$ cat config.mk
export PLATFORM = sky130hd
export DESIGN_NAME = npcs_scan
export DESIGN_NICKNAME = d
export VERILOG_FILES = /design/src/rtl/npcs_pkg.sv /design/src/rtl/npcs_scan.sv
export SDC_FILE = /design/constraint.sdc
export NUM_CORES = 1
export LEC_CHECK = 0
export BUFFER_PORTS_ARGS = -buffer_cell sky130_fd_sc_hd__buf_2
export CAP_MARGIN = 20
export CORE_MARGIN = 3
export CORE_UTILIZATION = 28
export CTS_CLUSTER_DIAMETER = 200
export DETAILED_ROUTE_END_ITERATION = 16
export MAX_ROUTING_LAYER = met4
export SKIP_CTS_REPAIR_TIMING = 1
export SLEW_MARGIN = 20
export SYNTH_ARGS = -nofsm -noshare
export SYNTH_HDL_FRONTEND = slang
export SYNTH_SLANG_ARGS = --single-unit
$ cat constraint.sdc
create_clock -name clk -period 8.2 [get_ports clk]
set_input_delay 1.64 -clock clk [delete_from_list [all_inputs] [get_ports clk]]
set_output_delay 1.64 -clock clk [all_outputs]
set_load 0.005 [all_outputs]
$ cat src/rtl/npcs_pkg.sv
// Shared types and constants for the nearest palette color search unit.
// No dependencies; imported by every module of the block.
`default_nettype none

package npcs_pkg;

    localparam int PALETTE_ENTRIES = 256;
    localparam int IDX_W = $clog2(PALETTE_ENTRIES);

    localparam logic [8:0] ENTRIES_9 = 9'(PALETTE_ENTRIES);
    localparam logic [IDX_W-1:0] LAST_IDX = IDX_W'(PALETTE_ENTRIES - 1);

    localparam logic [7:0] OPAQUE_ALPHA = 8'd255;
    localparam logic [7:0] FIRST_MAP_SLOT_RESET = 8'd17;

    localparam logic OP_WRITE = 1'b0;
    localparam logic OP_LOOKUP = 1'b1;

    typedef struct packed {
        logic       opaque;
        logic [7:0] red;
        logic [7:0] green;
        logic [7:0] blue;
    } entry_t;

    typedef struct packed {
        logic             en;
        logic [IDX_W-1:0] addr;
        entry_t           data;
    } pal_wr_t;

    typedef struct packed {
        logic             en;
        logic [IDX_W-1:0] addr;
    } pal_rd_t;

endpackage

`default_nettype wire

$ cat src/rtl/npcs_scan.sv
// Lookup sequencer: walks the palette one entry per cycle, tracks the best
// L1 match and holds the result in the output register.
// Depends on npcs_pkg.
`default_nettype none

module npcs_scan
    import npcs_pkg::*;
(
    input  wire logic       clk,
    input  wire logic       rst_n,
    input  wire logic       start,
    input  wire logic [7:0] first_map_slot,
    input  wire logic [7:0] red,
    input  wire logic [7:0] green,
    input  wire logic [7:0] blue,
    output pal_rd_t         rd,
    input  wire entry_t     rdata,
    output logic            busy,
    output logic            out_valid,
    input  wire logic       out_stall,
    output logic [7:0]      pal_index,
    output logic [9:0]      distance,
    output logic            found
);

    localparam logic [1:0] ST_IDLE = 2'd0;
    localparam logic [1:0] ST_SCAN = 2'd1;
    localparam logic [1:0] ST_DONE = 2'd2;

    logic [1:0]       state_reg, state_next;
    logic [IDX_W-1:0] idx_reg, idx_next;
    logic             issue_reg, issue_next;
    logic             pend_reg, pend_next;
    logic [IDX_W-1:0] pend_idx_reg;
    logic [7:0]       best_idx_reg, best_idx_next;
    logic [9:0]       best_dist_reg, best_dist_next;
    logic             have_reg, have_next;
    logic [7:0]       r_reg, g_reg, b_reg;
    logic             out_valid_reg, out_valid_next;
    logic [7:0]       out_idx_reg;
    logic [9:0]       out_dist_reg;
    logic             out_found_reg;

    logic [7:0] dr, dg, db;
    logic [9:0] l1_sum;
    logic       hit, better, exact, last, load_out, fms_out;

    assign dr     = (rdata.red > r_reg) ? rdata.red - r_reg : r_reg - rdata.red;
    assign dg     = (rdata.green > g_reg) ? rdata.green - g_reg : g_reg - rdata.green;
    assign db     = (rdata.blue > b_reg) ? rdata.blue - b_reg : b_reg - rdata.blue;
    assign l1_sum = {2'b00, dr} + {2'b00, dg} + {2'b00, db};

    assign hit    = (state_reg == ST_SCAN) && pend_reg && rdata.opaque;
    assign better = hit && (!have_reg || (l1_sum < best_dist_reg));
    assign exact  = hit && (l1_sum == 10'd0);
    assign last   = (state_reg == ST_SCAN) && pend_reg && !issue_reg;

    assign fms_out  = {1'b0, first_map_slot} >= ENTRIES_9;
    assign load_out = (state_reg == ST_DONE) && (!out_valid_reg || !out_stall);

    assign rd.en   = (state_reg == ST_SCAN) && issue_reg;
    assign rd.addr = idx_reg;

    always_comb
    begin
        state_next     = state_reg;
        idx_next       = idx_reg;
        issue_next     = issue_reg;
        pend_next      = 1'b0;
        best_idx_next  = best_idx_reg;
        best_dist_next = best_dist_reg;
        have_next      = have_reg;
        out_valid_next = out_valid_reg && out_stall;

        unique case (state_reg)
            ST_IDLE:
            begin
                if (start)
                begin
                    best_idx_next  = first_map_slot;
                    best_dist_next = 10'd0;
                    have_next      = 1'b0;
                    idx_next       = first_map_slot[IDX_W-1:0];
                    issue_next     = !fms_out;
                    state_next     = fms_out ? ST_DONE : ST_SCAN;
                end
            end
            ST_SCAN:
            begin
                pend_next = issue_reg;
                if (issue_reg)
                begin
                    if (idx_reg == LAST_IDX)
                    begin
                        issue_next = 1'b0;
                    end
                    else
                    begin
                        idx_next = idx_reg + 1'b1;
                    end
                end
                if (better)
                begin
                    best_idx_next  = 8'(pend_idx_reg);
                    best_dist_next = l1_sum;
                    have_next      = 1'b1;
                end
                // exact match ends the scan; reads still in flight are dropped
                if (exact || last)
                begin
                    state_next = ST_DONE;
                    issue_next = 1'b0;
                    pend_next  = 1'b0;
                end
            end
            ST_DONE:
            begin
                if (load_out)
                begin
                    out_valid_next = 1'b1;
                    state_next     = ST_IDLE;
                end
            end
            default:
            begin
                state_next = ST_IDLE;
            end
        endcase
    end

    always_ff @(posedge clk or negedge rst_n)
    begin
        if (!rst_n)
        begin
            state_reg     <= ST_IDLE;
            issue_reg     <= 1'b0;
            pend_reg      <= 1'b0;
            out_valid_reg <= 1'b0;
        end
        else
        begin
            state_reg     <= state_next;
            issue_reg     <= issue_next;
            pend_reg      <= pend_next;
            out_valid_reg <= out_valid_next;
        end
    end

    always_ff @(posedge clk)
    begin
        idx_reg       <= idx_next;
        pend_idx_reg  <= idx_reg;
        best_idx_reg  <= best_idx_next;
        best_dist_reg <= best_dist_next;
        have_reg      <= have_next;
        if (start && (state_reg == ST_IDLE))
        begin
            r_reg <= red;
            g_reg <= green;
            b_reg <= blue;
        end
        if (load_out)
        begin
            out_idx_reg   <= best_idx_reg;
            out_dist_reg  <= best_dist_reg;
            out_found_reg <= have_reg;
        end
    end

    assign busy      = (state_reg != ST_IDLE);
    assign out_valid = out_valid_reg;
    assign pal_index = out_idx_reg;
    assign distance  = out_dist_reg;
    assign found     = out_found_reg;

endmodule

`default_nettype wire

==> out/results.txt <==
Slew Viols, Final: 0
Post-synth top area share: 37.1%
Static leakage: 3.04 nW
Die Y: 148 um
Antenna violation net count after detailed routing: 0
Worst-Skew Late Latency: 350 ps
Die X: 148 um
Gpl congestion: 0.827
Starting Density: 28.8%
Synth Instances: 539
First-pass GRT wire length: 20.0 mm
Multi-input logic area: 2900 um^2
Multiplexer share of the synthesized area: 4.20%
WS Path Type: in2reg
Worst reg-to-reg setup slack: 2400 ps
Largest net degree at the start of global routing: 26
DRC violations left: 0
Max Freq: 146 MHz
Synth Register Bits: 83
Crit path required time: 8290 ps
IO Pins: 91
FF-to-FF Start: g_reg[0]
Min-delay worst type: reg2reg
Core area: 19700 um^2
Top-count cell post-synth: inv_1
# setup viols final: 0
Row Count: 51
Net Count, Synth: 675
Synth cell count leaders: 81 x inv_1, 70 x edfxtp_1, 60 x ha_1
Synthesis warning total: 0
Max IR drop VDD: 0.000198 V
Post-DP Area: 6380 um^2
Hold path depth: 0
Synth Area in Compound Gates: 13.3%
Nets@finish: 763
Root Buffer: clkbuf_16
Reg2Reg Depth: 21
CP startpoint kind: input pin
Clock tree buffer depth: 2
Endpoints failing hold: 0
Simple-gate portion of the synthesized area: 11.0%
Ys async rst share: 6.02%
Area share of fa/ha/maj cells after synthesis: 18.6%
Hold path endpoint: pal_index[6]
CTS Sinks: 83
RSZ-0062 raised after global routing: false
Hold Startpoint: best_idx_reg[6]
Critical path capture point type: register
Max Cap Viol: 0
Post-Layout Cell Count: 899
Register area: 2390 um^2
Number of flops mapped to enable cells by yosys: 70
Total track usage: 11.7%
Grt total ovfl: 0
Ranking of synthesized cells by area: edfxtp_1 37%, ha_1 13%, inv_1 5.4%, fa_1 5.3%, nand2_1 3.3%
Clock period minus worst slack: 6870 ps
CTS tree: yes
Worst r2r dst: best_dist_reg[3]
Worst-path clk slew: 70 ps
Fillers: 2028
Via count: 4008
Initial antenna violation count: 2
PD cells: 371 nW/um^2
Post-route cell area: 6680 um^2
Slew @ Worst Pin: 1030 ps
Mapped cell area: 5660 um^2
Inserted Clock Buffers: 9
Port buffer count: 90
Die area: 22000 um^2
Seq/Total Area, Yosys: 42.2%
DRT Pass-1 Iters: 5
Status: finished clean
Final Skew: 10.7 ps
Arrival @ worst endpoint: 6960 ps
Vias in the first global route: 4030
Drt wl/cell: 13.3 um
Final setup TNS: 0 ps
Share of cells above drive strength 1: 21.0%
Detailed Route WL: 12.0 mm
Initial DRC count: 222
H-tree Lvls: 3
Slew HR: 31.2%
Largest family of logic cells by synthesized area: adder cells
Synth cell types: 63
Xor/xnor share of the synthesized area: 4.02%
Number of vias per cell: 4.46
Biggest area consumer among synthesized cells: edfxtp_1
Syn avg cell area: 10.5 um^2
Crit-path max FO: 19
Post-DP HPWL: 9.57 mm
Syn-to-layout area delta: 18.0%
Synth Flop Type: edfxtp_1
Tcrit/Tclk final: 83.7%
Dpl cells: 881
[stage by stage]
stage               total power, W  util, %  setup slack (ps)  hold WS (ps)
floorplan                  0.00176        -               622           400
global placement           0.00208     32.4              1100           401
detailed placement         0.00208     32.4               984           405
CTS                        0.00250     34.0              1370           421
global route               0.00273     34.0              1000           432
finish                     0.00248     34.0              1330           419
[layer usage]
metal  wire length, um  GRT usage (%)
met1              5620           14.8
met3               507           2.62
met5                 0              -
met2              5590           18.3
met4               248           4.53
[worst max-delay path by stage]
stage / startpoint / to / slack, ps / depth (start not counted)
after global routing: rdata[8] / best_dist_reg[3] / 1000 / 23
after CTS: rdata[8] / best_dist_reg[1] / 1370 / 23
after detailed placement: rdata[8] / best_idx_reg[1] / 980 / 23
after global placement: rdata[8] / best_idx_reg[4] / 1100 / 23
after floorplan: rdata[8] / best_dist_reg[0] / 620 / 21
final: rdata[8] / best_dist_reg[3] / 1330 / 23
[where the power goes]
part	switching, W	internal, W	total [W]
Sequential	0.0000660	0.000701	0.000767
Clock	0.000195	0.000214	0.000409
Combinational	0.000753	0.000548	0.00130
Total	0.00101	0.00146	0.00248
[cell families after synthesis]
group	count (synthesis)
AOI/OAI and AO/OA	110
DFF	83
buffers and inverters	95
and+or+nand+nor	128
muxes	22
adders and majority gates	75
xor gates and xnor gates	26
[critical path, stage by stage]
cell and delay [ps]:
buf_2 110, inv_1 50, ha_1 170, inv_1 60, fa_1 370, a21o_1 160, a21oi_1 200, o21ai_0 180
a21oi_2 450, mux2_2 410, fa_1 460, ha_1 260, fa_1 410, a21oi_1 260, o21bai_1 110, xor2_1 180
ha_1 310, nand4_1 90, o211a_1 240, or2_2 290, a221oi_1 240, o21ai_1 100, buf_4 220
[layout by cell type, fill, tap and decap left out, drive strengths merged, types with 5 or more instances in the layout]
master	Yosys	layout
nand2	50	50
a21o	11	11
ha	60	60
inv	81	84
fa	15	15
mux2i	14	14
o211ai	5	5
a221oi	6	6
xnor2	9	9
nand3	10	10
and3	6	6
dfxtp	8	8
mux2	8	8
or2	5	5
dfrtp	5	5
and2	11	11
clkbuf	6	9
o21ai	27	27
edfxtp	70	70
xor2	17	17
nor2	19	19
buf	8	91
nand2b	6	6
a21oi	29	29
nand4	5	5
[area by class of cell]
cell class,count,share of cell area [%]
diodes,2,0.0749
clock buffers,9,3.37
clock inverters,7,1.07
inverters,81,4.55
multi-input cells,361,43.4
flip-flops and latches,83,35.7
well taps,265,4.96
repair buffers,91,6.86
(Power assumes the default switching activity.)
